## src/design/ssp_pkg.sv

```systemverilog
// ============================================================================
// ssp_pkg
// Shared types and constants for the switch scan press classifier.
// ============================================================================
package ssp_pkg;

    localparam int unsigned MAX_SWITCHES = 16;
    localparam int unsigned IDX_W        = $clog2(MAX_SWITCHES);
    localparam int unsigned COUNT_W      = 5;
    localparam int unsigned TIME_W       = 32;
    localparam int unsigned THRESH_W     = 16;
    localparam int unsigned MASK_W       = 16;
    localparam int unsigned CFG_IDX_W    = 2;
    localparam int unsigned CFG_DATA_W   = 16;

    localparam logic [THRESH_W-1:0] EARLY_RELEASE_RESET = THRESH_W'(500);

    // configuration register indexes
    localparam logic [CFG_IDX_W-1:0] CFG_SWITCH_COUNT  = CFG_IDX_W'(0);
    localparam logic [CFG_IDX_W-1:0] CFG_EARLY_RELEASE = CFG_IDX_W'(1);
    localparam logic [CFG_IDX_W-1:0] CFG_PUBLIC_MASK   = CFG_IDX_W'(2);

    // per-switch state held in the state RAM
    typedef struct packed {
        logic              level;
        logic [TIME_W-1:0] edge_time;
    } sw_entry_t;

    // one result beat
    typedef struct packed {
        logic [IDX_W-1:0] switch_index;
        logic             level;
        logic             pressed;
        logic             released_early;
        logic             released_late;
        logic             any_edge;
        logic             publish;
        logic             scan_wrap;
    } sw_result_t;

endpackage

```

## src/design/ssp_state_ram.sv

```systemverilog
// ============================================================================
// ssp_state_ram
// Per-switch state RAM, registered read, with per-entry valid
// bits so unwritten entries read as zero after reset.
// ============================================================================
module ssp_state_ram
    import ssp_pkg::*;
(
    input  logic             aclk,
    input  logic             aresetn,
    input  logic             rd_en,
    input  logic [IDX_W-1:0] rd_addr,
    output sw_entry_t        rd_data,
    input  logic             wr_en,
    input  logic [IDX_W-1:0] wr_addr,
    input  sw_entry_t        wr_data
);

    sw_entry_t                mem [MAX_SWITCHES];
    logic [MAX_SWITCHES-1:0]  valid_reg;
    sw_entry_t                rd_data_reg;
    logic                     rd_valid_reg;

    always_ff @(posedge aclk) begin
        if (wr_en) begin
            mem[wr_addr] <= wr_data;
        end
        if (rd_en) begin
            rd_data_reg <= mem[rd_addr];
        end
    end

    always_ff @(posedge aclk) begin
        if (!aresetn) begin
            valid_reg    <= '0;
            rd_valid_reg <= 1'b0;
        end else begin
            if (wr_en) begin
                valid_reg[wr_addr] <= 1'b1;
            end
            if (rd_en) begin
                rd_valid_reg <= valid_reg[rd_addr];
            end
        end
    end

    // read-before-write on a same-address collision; caller bypasses
    assign rd_data = rd_valid_reg ? rd_data_reg : '0;

endmodule

```

## src/design/ssp_classify.sv

```systemverilog
// ============================================================================
// ssp_classify
// Edge detection and press/release classification for one switch sample.
// ============================================================================
module ssp_classify
    import ssp_pkg::*;
(
    input  sw_entry_t           prev,
    input  logic                pin_level,
    input  logic [TIME_W-1:0]   now_ms,
    input  logic [IDX_W-1:0]    idx,
    input  logic                count_zero,
    input  logic                scan_wrap,
    input  logic [THRESH_W-1:0] early_release_ms,
    input  logic [MASK_W-1:0]   public_mask,
    output sw_result_t          result,
    output sw_entry_t           next_entry
);

    logic              lvl;
    logic              edge_seen;
    logic [TIME_W-1:0] elapsed;
    logic              is_early;

    always_comb begin
        lvl       = ~pin_level;
        edge_seen = !count_zero && (lvl != prev.level);
        elapsed   = now_ms - prev.edge_time;  // modulo 2^32, wrap safe
        is_early  = elapsed < TIME_W'(early_release_ms);

        result.switch_index   = idx;
        result.level          = count_zero ? prev.level : lvl;
        result.pressed        = edge_seen && lvl;
        result.released_early = edge_seen && !lvl && is_early;
        result.released_late  = edge_seen && !lvl && !is_early;
        result.any_edge       = edge_seen;
        result.publish        = edge_seen && public_mask[idx];
        result.scan_wrap      = scan_wrap;

        next_entry.level     = lvl;
        next_entry.edge_time = edge_seen ? now_ms : prev.edge_time;
    end

endmodule

```

## src/design/switch_scan_press_classifier_core.sv

```systemverilog
// ============================================================================
// switch_scan_press_classifier_core
// Round-robin switch scanner: classifies each sample's edge as press, early or
// late release, keeping per-switch level and edge time in a small RAM.
// ============================================================================
//
//  Channel  | Ports                                   | Direction
//  ---------+-----------------------------------------+----------
//  input    | s_valid s_ready s_pin_level s_now_ms    | in
//  result   | m_valid m_ready m_switch_index ...      | out
//  config   | cfg_valid cfg_ready cfg_index cfg_data  | in
//
//  One beat per cycle sustained while m_ready holds. RAM read on accept,
//  classify and write back in stage 1, result register after that: the
//  accept loads stage 1, and stage 1 advances into the result register.
//  Back-to-back beats on the same switch (switch_count of one) go through a
//  one-entry bypass that replaces the stale RAM read with the write-back.
//  Reset (aresetn low, synchronous) clears scan index, valid bits and config
//  to their reset values; no clearing pass is needed.
//  A stalled result holds stage 1; s_ready drops only when both are full.
// ============================================================================
module switch_scan_press_classifier_core
    import ssp_pkg::*;
(
    input  logic                  aclk,
    input  logic                  aresetn,
    // input samples
    input  logic                  s_valid,
    output logic                  s_ready,
    input  logic                  s_pin_level,
    input  logic [TIME_W-1:0]     s_now_ms,
    // results
    output logic                  m_valid,
    input  logic                  m_ready,
    output logic [IDX_W-1:0]      m_switch_index,
    output logic                  m_level,
    output logic                  m_pressed,
    output logic                  m_released_early,
    output logic                  m_released_late,
    output logic                  m_any_edge,
    output logic                  m_publish,
    output logic                  m_scan_wrap,
    // configuration writes
    input  logic                  cfg_valid,
    output logic                  cfg_ready,
    input  logic [CFG_IDX_W-1:0]  cfg_index,
    input  logic [CFG_DATA_W-1:0] cfg_data
);

    // ------------------------------------------------------------------
    // Configuration registers
    // ------------------------------------------------------------------
    logic [COUNT_W-1:0]  switch_count_reg;
    logic [THRESH_W-1:0] early_release_reg;
    logic [MASK_W-1:0]   public_mask_reg;

    assign cfg_ready = 1'b1;

    always_ff @(posedge aclk) begin
        if (!aresetn) begin
            switch_count_reg  <= '0;
            early_release_reg <= EARLY_RELEASE_RESET;
            public_mask_reg   <= '0;
        end else if (cfg_valid) begin
            unique case (cfg_index)
                CFG_SWITCH_COUNT:  switch_count_reg  <= cfg_data[COUNT_W-1:0];
                CFG_EARLY_RELEASE: early_release_reg <= cfg_data[THRESH_W-1:0];
                CFG_PUBLIC_MASK:   public_mask_reg   <= cfg_data[MASK_W-1:0];
                default: ;  // unknown register, ignored
            endcase
        end
    end

    // clamp to the number of RAM entries
    logic [COUNT_W-1:0] count_eff;
    logic               count_zero;

    assign count_eff  = (switch_count_reg > COUNT_W'(MAX_SWITCHES))
                        ? COUNT_W'(MAX_SWITCHES) : switch_count_reg;
    assign count_zero = (count_eff == '0);

    // ------------------------------------------------------------------
    // Handshake and pipeline control
    // ------------------------------------------------------------------
    logic s_accept;
    logic s1_valid_reg;
    logic s1_advance;
    logic m_valid_reg;

    assign s1_advance = s1_valid_reg && (!m_valid_reg || m_ready);
    assign s_ready    = !s1_valid_reg || s1_advance;
    assign s_accept   = s_valid && s_ready;
    assign m_valid    = m_valid_reg;

    // ------------------------------------------------------------------
    // Scan index: advances at accept, stage 1 carries the sampled index
    // ------------------------------------------------------------------
    logic [IDX_W-1:0]   scan_index_reg;
    logic [IDX_W-1:0]   scan_index_next;
    logic [COUNT_W-1:0] idx_plus_one;

    always_comb begin
        idx_plus_one = COUNT_W'(scan_index_reg) + COUNT_W'(1);
        if (count_zero) begin
            scan_index_next = scan_index_reg;
        end else if (idx_plus_one >= count_eff) begin
            // also covers an index left above a lowered count
            scan_index_next = '0;
        end else begin
            scan_index_next = idx_plus_one[IDX_W-1:0];
        end
    end

    always_ff @(posedge aclk) begin
        if (!aresetn) begin
            scan_index_reg <= '0;
        end else if (s_accept) begin
            scan_index_reg <= scan_index_next;
        end
    end

    // stage 1 payload
    logic [IDX_W-1:0]  s1_idx_reg;
    logic              s1_pin_reg;
    logic [TIME_W-1:0] s1_now_reg;
    logic              s1_wrap_reg;

    always_ff @(posedge aclk) begin
        if (!aresetn) begin
            s1_valid_reg <= 1'b0;
        end else if (s_accept) begin
            s1_valid_reg <= 1'b1;
        end else if (s1_advance) begin
            s1_valid_reg <= 1'b0;
        end
    end

    always_ff @(posedge aclk) begin
        if (s_accept) begin
            s1_idx_reg  <= scan_index_reg;
            s1_pin_reg  <= s_pin_level;
            s1_now_reg  <= s_now_ms;
            s1_wrap_reg <= (scan_index_next == '0);
        end
    end

    // ------------------------------------------------------------------
    // State RAM with write-back bypass
    // ------------------------------------------------------------------
    sw_entry_t  ram_rd_data;
    sw_entry_t  wr_entry;
    sw_entry_t  prev_entry;
    sw_result_t s1_result;
    logic       wr_en;

    // count of zero leaves all state untouched
    assign wr_en = s1_advance && !count_zero;

    ssp_state_ram u_state_ram (
        .aclk    (aclk),
        .aresetn (aresetn),
        .rd_en   (s_accept),
        .rd_addr (scan_index_reg),
        .rd_data (ram_rd_data),
        .wr_en   (wr_en),
        .wr_addr (s1_idx_reg),
        .wr_data (wr_entry)
    );

    // the RAM read for a beat accepted in the same cycle as a write to the
    // same switch returns old data; keep the written entry instead
    logic      byp_valid_reg;
    sw_entry_t byp_data_reg;

    always_ff @(posedge aclk) begin
        if (!aresetn) begin
            byp_valid_reg <= 1'b0;
        end else if (s_accept) begin
            byp_valid_reg <= wr_en && (s1_idx_reg == scan_index_reg);
        end
    end

    always_ff @(posedge aclk) begin
        if (s_accept) begin
            byp_data_reg <= wr_entry;
        end
    end

    assign prev_entry = byp_valid_reg ? byp_data_reg : ram_rd_data;

    ssp_classify u_classify (
        .prev             (prev_entry),
        .pin_level        (s1_pin_reg),
        .now_ms           (s1_now_reg),
        .idx              (s1_idx_reg),
        .count_zero       (count_zero),
        .scan_wrap        (s1_wrap_reg),
        .early_release_ms (early_release_reg),
        .public_mask      (public_mask_reg),
        .result           (s1_result),
        .next_entry       (wr_entry)
    );

    // ------------------------------------------------------------------
    // Result register
    // ------------------------------------------------------------------
    sw_result_t out_reg;

    always_ff @(posedge aclk) begin
        if (!aresetn) begin
            m_valid_reg <= 1'b0;
        end else if (s1_advance) begin
            m_valid_reg <= 1'b1;
        end else if (m_ready) begin
            m_valid_reg <= 1'b0;
        end
    end

    always_ff @(posedge aclk) begin
        if (s1_advance) begin
            out_reg <= s1_result;
        end
    end

    assign m_switch_index   = out_reg.switch_index;
    assign m_level          = out_reg.level;
    assign m_pressed        = out_reg.pressed;
    assign m_released_early = out_reg.released_early;
    assign m_released_late  = out_reg.released_late;
    assign m_any_edge       = out_reg.any_edge;
    assign m_publish        = out_reg.publish;
    assign m_scan_wrap      = out_reg.scan_wrap;

    // ------------------------------------------------------------------
    // Assertions
    // ------------------------------------------------------------------
`ifndef ASSERT_OFF
    // an edge is exactly one of press, early release, late release
    a_edge_class: assert property (@(posedge aclk) disable iff (!aresetn)
        m_valid && m_any_edge |->
            $onehot({m_pressed, m_released_early, m_released_late}))
        else $error("edge beat without a single classification");

    // no edge means no classification and nothing published
    a_no_edge: assert property (@(posedge aclk) disable iff (!aresetn)
        m_valid && !m_any_edge |->
            !(m_pressed || m_released_early || m_released_late || m_publish))
        else $error("classification flag set without an edge");

    // the wrap flag carried in stage 1 matches the scan index left behind
    a_wrap_track: assert property (@(posedge aclk) disable iff (!aresetn)
        s_accept |=> s1_wrap_reg == (scan_index_reg == '0))
        else $error("scan wrap flag out of step with scan index");

    // a bypass hit only follows a write-back
    a_bypass_src: assert property (@(posedge aclk) disable iff (!aresetn)
        s_accept && !wr_en |=> !byp_valid_reg)
        else $error("bypass set without a write-back");
`endif

endmodule
```

## config.mk

```make
export PLATFORM = sky130hd
export DESIGN_NAME = switch_scan_press_classifier_core
export DESIGN_NICKNAME = d
export VERILOG_FILES = /design/src/design/ssp_pkg.sv /design/src/design/ssp_state_ram.sv /design/src/design/ssp_classify.sv /design/src/design/switch_scan_press_classifier_core.sv
export SDC_FILE = /design/constraint.sdc
export NUM_CORES = 1
export LEC_CHECK = 0
export BUFFER_PORTS_ARGS = -buffer_cell sky130_fd_sc_hd__buf_2
export CAP_MARGIN = 20
export CORE_MARGIN = 4
export CORE_UTILIZATION = 41
export DETAILED_ROUTE_END_ITERATION = 8
export HOLD_SLACK_MARGIN = 0.15
export SETUP_SLACK_MARGIN = 0.1
export SLEW_MARGIN = 30
export SYNTH_ARGS = -nofsm -noshare
export SYNTH_HDL_FRONTEND = slang
export SYNTH_SLANG_ARGS = --single-unit
```

## constraint.sdc

```tcl
create_clock -name aclk -period 7.45 [get_ports aclk]
set_input_delay 0.745 -clock aclk [delete_from_list [all_inputs] [get_ports aclk]]
set_output_delay 0.745 -clock aclk [all_outputs]
set_load 0.01 [all_outputs]
```

==> flow_summary.yaml <==
route:
  viasPerCell: 5.71
  drt_wl_total_mm: 70.6
  post-route-drc-count: 0
  wl_per_cell_um: 25.2
  drtAntennaViolNets: 0
  drtIter0Drc: 1414
  vias: 16000
  dr.pass1.iters: 7
synthesis:
  ys_seq_elements: 704
  synth_cell_types: 92
  yosysWarnings: 0
  syn_avg_cell_area_sq_um: 17.4
  yosysTopAreaCell: "edfxtp_1"
  synth_area_leaders: "edfxtp_1, mux4_2, dfxtp_1"
  syn_inst: 1705
  ys_top_cells_by_count: "edfxtp_1, mux4_2, nand2_1, nor2_1, a21oi_1"
  ys_seq_area_frac: 0.692
  synth_area_sq_um: 29600
  synth_edf_count: 643
  ys.flop_type: "edfxtp_1"
  async_flop_share: 0
  synth.most_common_cell: "edfxtp_1"
  yosysTopAreaCellShare: 0.651
  synth_nets: 1803
die:
  start_util: 0.414
  row_count: 98
  dieArea_sq_um: 76700
  die_h_um: 277
  ios: 70
  core_area_sq_um: 71600
  die_w_um: 277
sta:
  min_period_ps: 5880
  finalCritPeriodShare: 0.790
  drv_slew: 0
  hold_violations: 0
  setup_slack_ps: 1570
  worstMarginPinSlew_ps: 981
  fmax_ghz: 0.170
  relSlewSlack: 0.346
  setup_viol: 0
  skew_ps: 16.7
  rsz0062_at_grt: "false"
  tns_ps: 0
global_routing:
  grtUsageMet2: 0.293
  busiest_layer: "met2"
  antenna_found_initial: 2
  grt_pass1_vias: 16300
  grtUsageMet3: 0.0283
  grt_use_total: 0.181
  grt_max_degree: 75
  overflow: 0
  grt_pass1_wl_mm: 105
  grtUsageMet1: 0.256
clock_tree:
  clk_latency_ps: 610
  post_cts_buffers: 0
  htree_levels: 3
  cts-root-buf: "clkbuf_16"
  cts_hold_buf: 0
  cts.sinks: 704
  cts_tree: "yes"
  cts_resized: 0
  cts_buffers: 74
  ctsLongestPathBuffers: 3
  path_clk_slew_ps: 60
layout:
  synthToLayoutAreaGrowth_pct: 13.8
  drive_above_1_share: 0.252
  largest_reg_flops: 528
  fin_nets: 1893
worst_setup_path:
  worstSetupStartpoint: "byp_valid_reg$_SDFFE_PN0P_"
  path_max_fanout: 55
  worstPathArrival_ps: 6220
  rrSetupSlack_ps: 1570
  r2r_end: "m_released_late$_DFFE_PP_"
  crit_type: "reg2reg"
  r2r_start: "byp_valid_reg$_SDFFE_PN0P_"
  endpoint: "m_released_late$_DFFE_PP_"
  end_kind: "flop"
  crit_required_ps: 7790
  reg2regPathDepth: 24
  start_kind: "flop"
power_and_ir_drop:
  vdd_drop_max_v: 0.000148
  p_per_area_nw_per_um2: 252
  power.leakage_nw: 10.7
placed_design:
  dp_slack_ps: 1580
  port_buffers: 68
  gp_congestion: 0.875
  dp_hpwl_mm: 40.9
flow_run:
  maxCapViolCount: 0
min_path:
  worstHoldPathType: "in2reg"
run_status:
  status: "completed"
## routing by layer
metal	vias up	wire length, um
li1	7057	-
met2	470	33800
met5	-	0
met1	8409	31400
met4	0	1680
met3	83	3700
## worst min-delay path by stage
stage / from / endpoint / slack, ps / cells past startpoint
floorplan: s1_wrap_reg$_DFFE_PP_ / m_scan_wrap$_DFFE_PP_ / 400 / 0
global placement: s1_wrap_reg$_DFFE_PP_ / m_scan_wrap$_DFFE_PP_ / 410 / 0
detailed placement: s1_wrap_reg$_DFFE_PP_ / m_scan_wrap$_DFFE_PP_ / 420 / 0
CTS: s_now_ms[14] / s1_now_reg[14]$_DFFE_PP_ / 280 / 1
global route: s_now_ms[14] / s1_now_reg[14]$_DFFE_PP_ / 290 / 1
finish: s_now_ms[14] / s1_now_reg[14]$_DFFE_PP_ / 310 / 1
## cell families after synthesis
kind of cell,synth area share
AO/OA/AOI/OAI,0.0677
XOR/XNOR,0.00739
adder cells (fa/ha/maj),0.0203
buffers and inverters,0.0166
flip-flops,0.692
multiplexers,0.136
other,0.000126
AND/OR/NAND/NOR,0.0597
## final cells by class
type	instances	area, sq um
fillers	6039	37900
clock inverters	34	354
flip-flops and latches	704	20500
diodes	1	2.50
repair buffers	101	608
well taps	950	1190
clock buffers	99	2060
multi-input cells	882	8860
inverters	32	123
## power by group
part	switching [W]	internal [W]
Combinational	0.000267	0.000142
Sequential	0.0000350	0.00440
Clock	0.00147	0.00218
Total	0.00177	0.00672
## stage by stage
stage / utilization / hold WS, ps / power, W / instance area [sq um] / std cells
2_1_floorplan: - / 400 / 0.00478 / 29600 / 1705
5_1_grt: 0.471 / 289 / 0.00880 / 33700 / 2802
6_report: 0.471 / 312 / 0.00849 / 33700 / 2803
3_5_place_dp: 0.436 / 416 / 0.00492 / 31200 / 2669
4_1_cts: 0.470 / 281 / 0.00858 / 33700 / 2802
3_3_place_gp: 0.436 / 410 / 0.00491 / 31200 / 2669
## worst max-delay path: stages, from the launching register on
cell	delay (ps)
dfxtp_2	910
nor2b_2	90
a22o_1	240
ha_1	170
inv_1	100
ha_1	150
a31o_2	150
maj3_2	200
o211ai_1	110
a311oi_1	820
nor2_1	160
inv_1	110
a21oi_1	90
o21ai_0	210
xor2_1	200
ha_1	270
a21oi_1	130
o22ai_1	100
a31oi_1	170
o2111ai_1	130
nor4b_1	310
o2111a_1	230
nand4_1	130
nor4b_2	300
a21oi_1	100
## cells in the final DEF (no fill, tap or decap), types with 11 or more instances in the layout
cell type  instances
a21boi_0          30
a21o_1            19
a21oi_1           38
a21oi_2           30
a22oi_1           25
a31oi_1           12
and2_1            15
and3_1            14
buf_2             68
buf_4             30
clkbuf_1          16
clkbuf_16         76
clkinv_1          12
dfxtp_1           56
edfxtp_1         643
ha_1              42
inv_1             31
mux4_2           175
nand2_1          114
nand3_1           11
nand3b_1          19
nor2_1            68
nor2_4            12
nor2b_1           18
o211ai_1          12
o21a_1            24
o21ai_0           26
xnor2_1           17
Power figures use the tool's default switching activity.
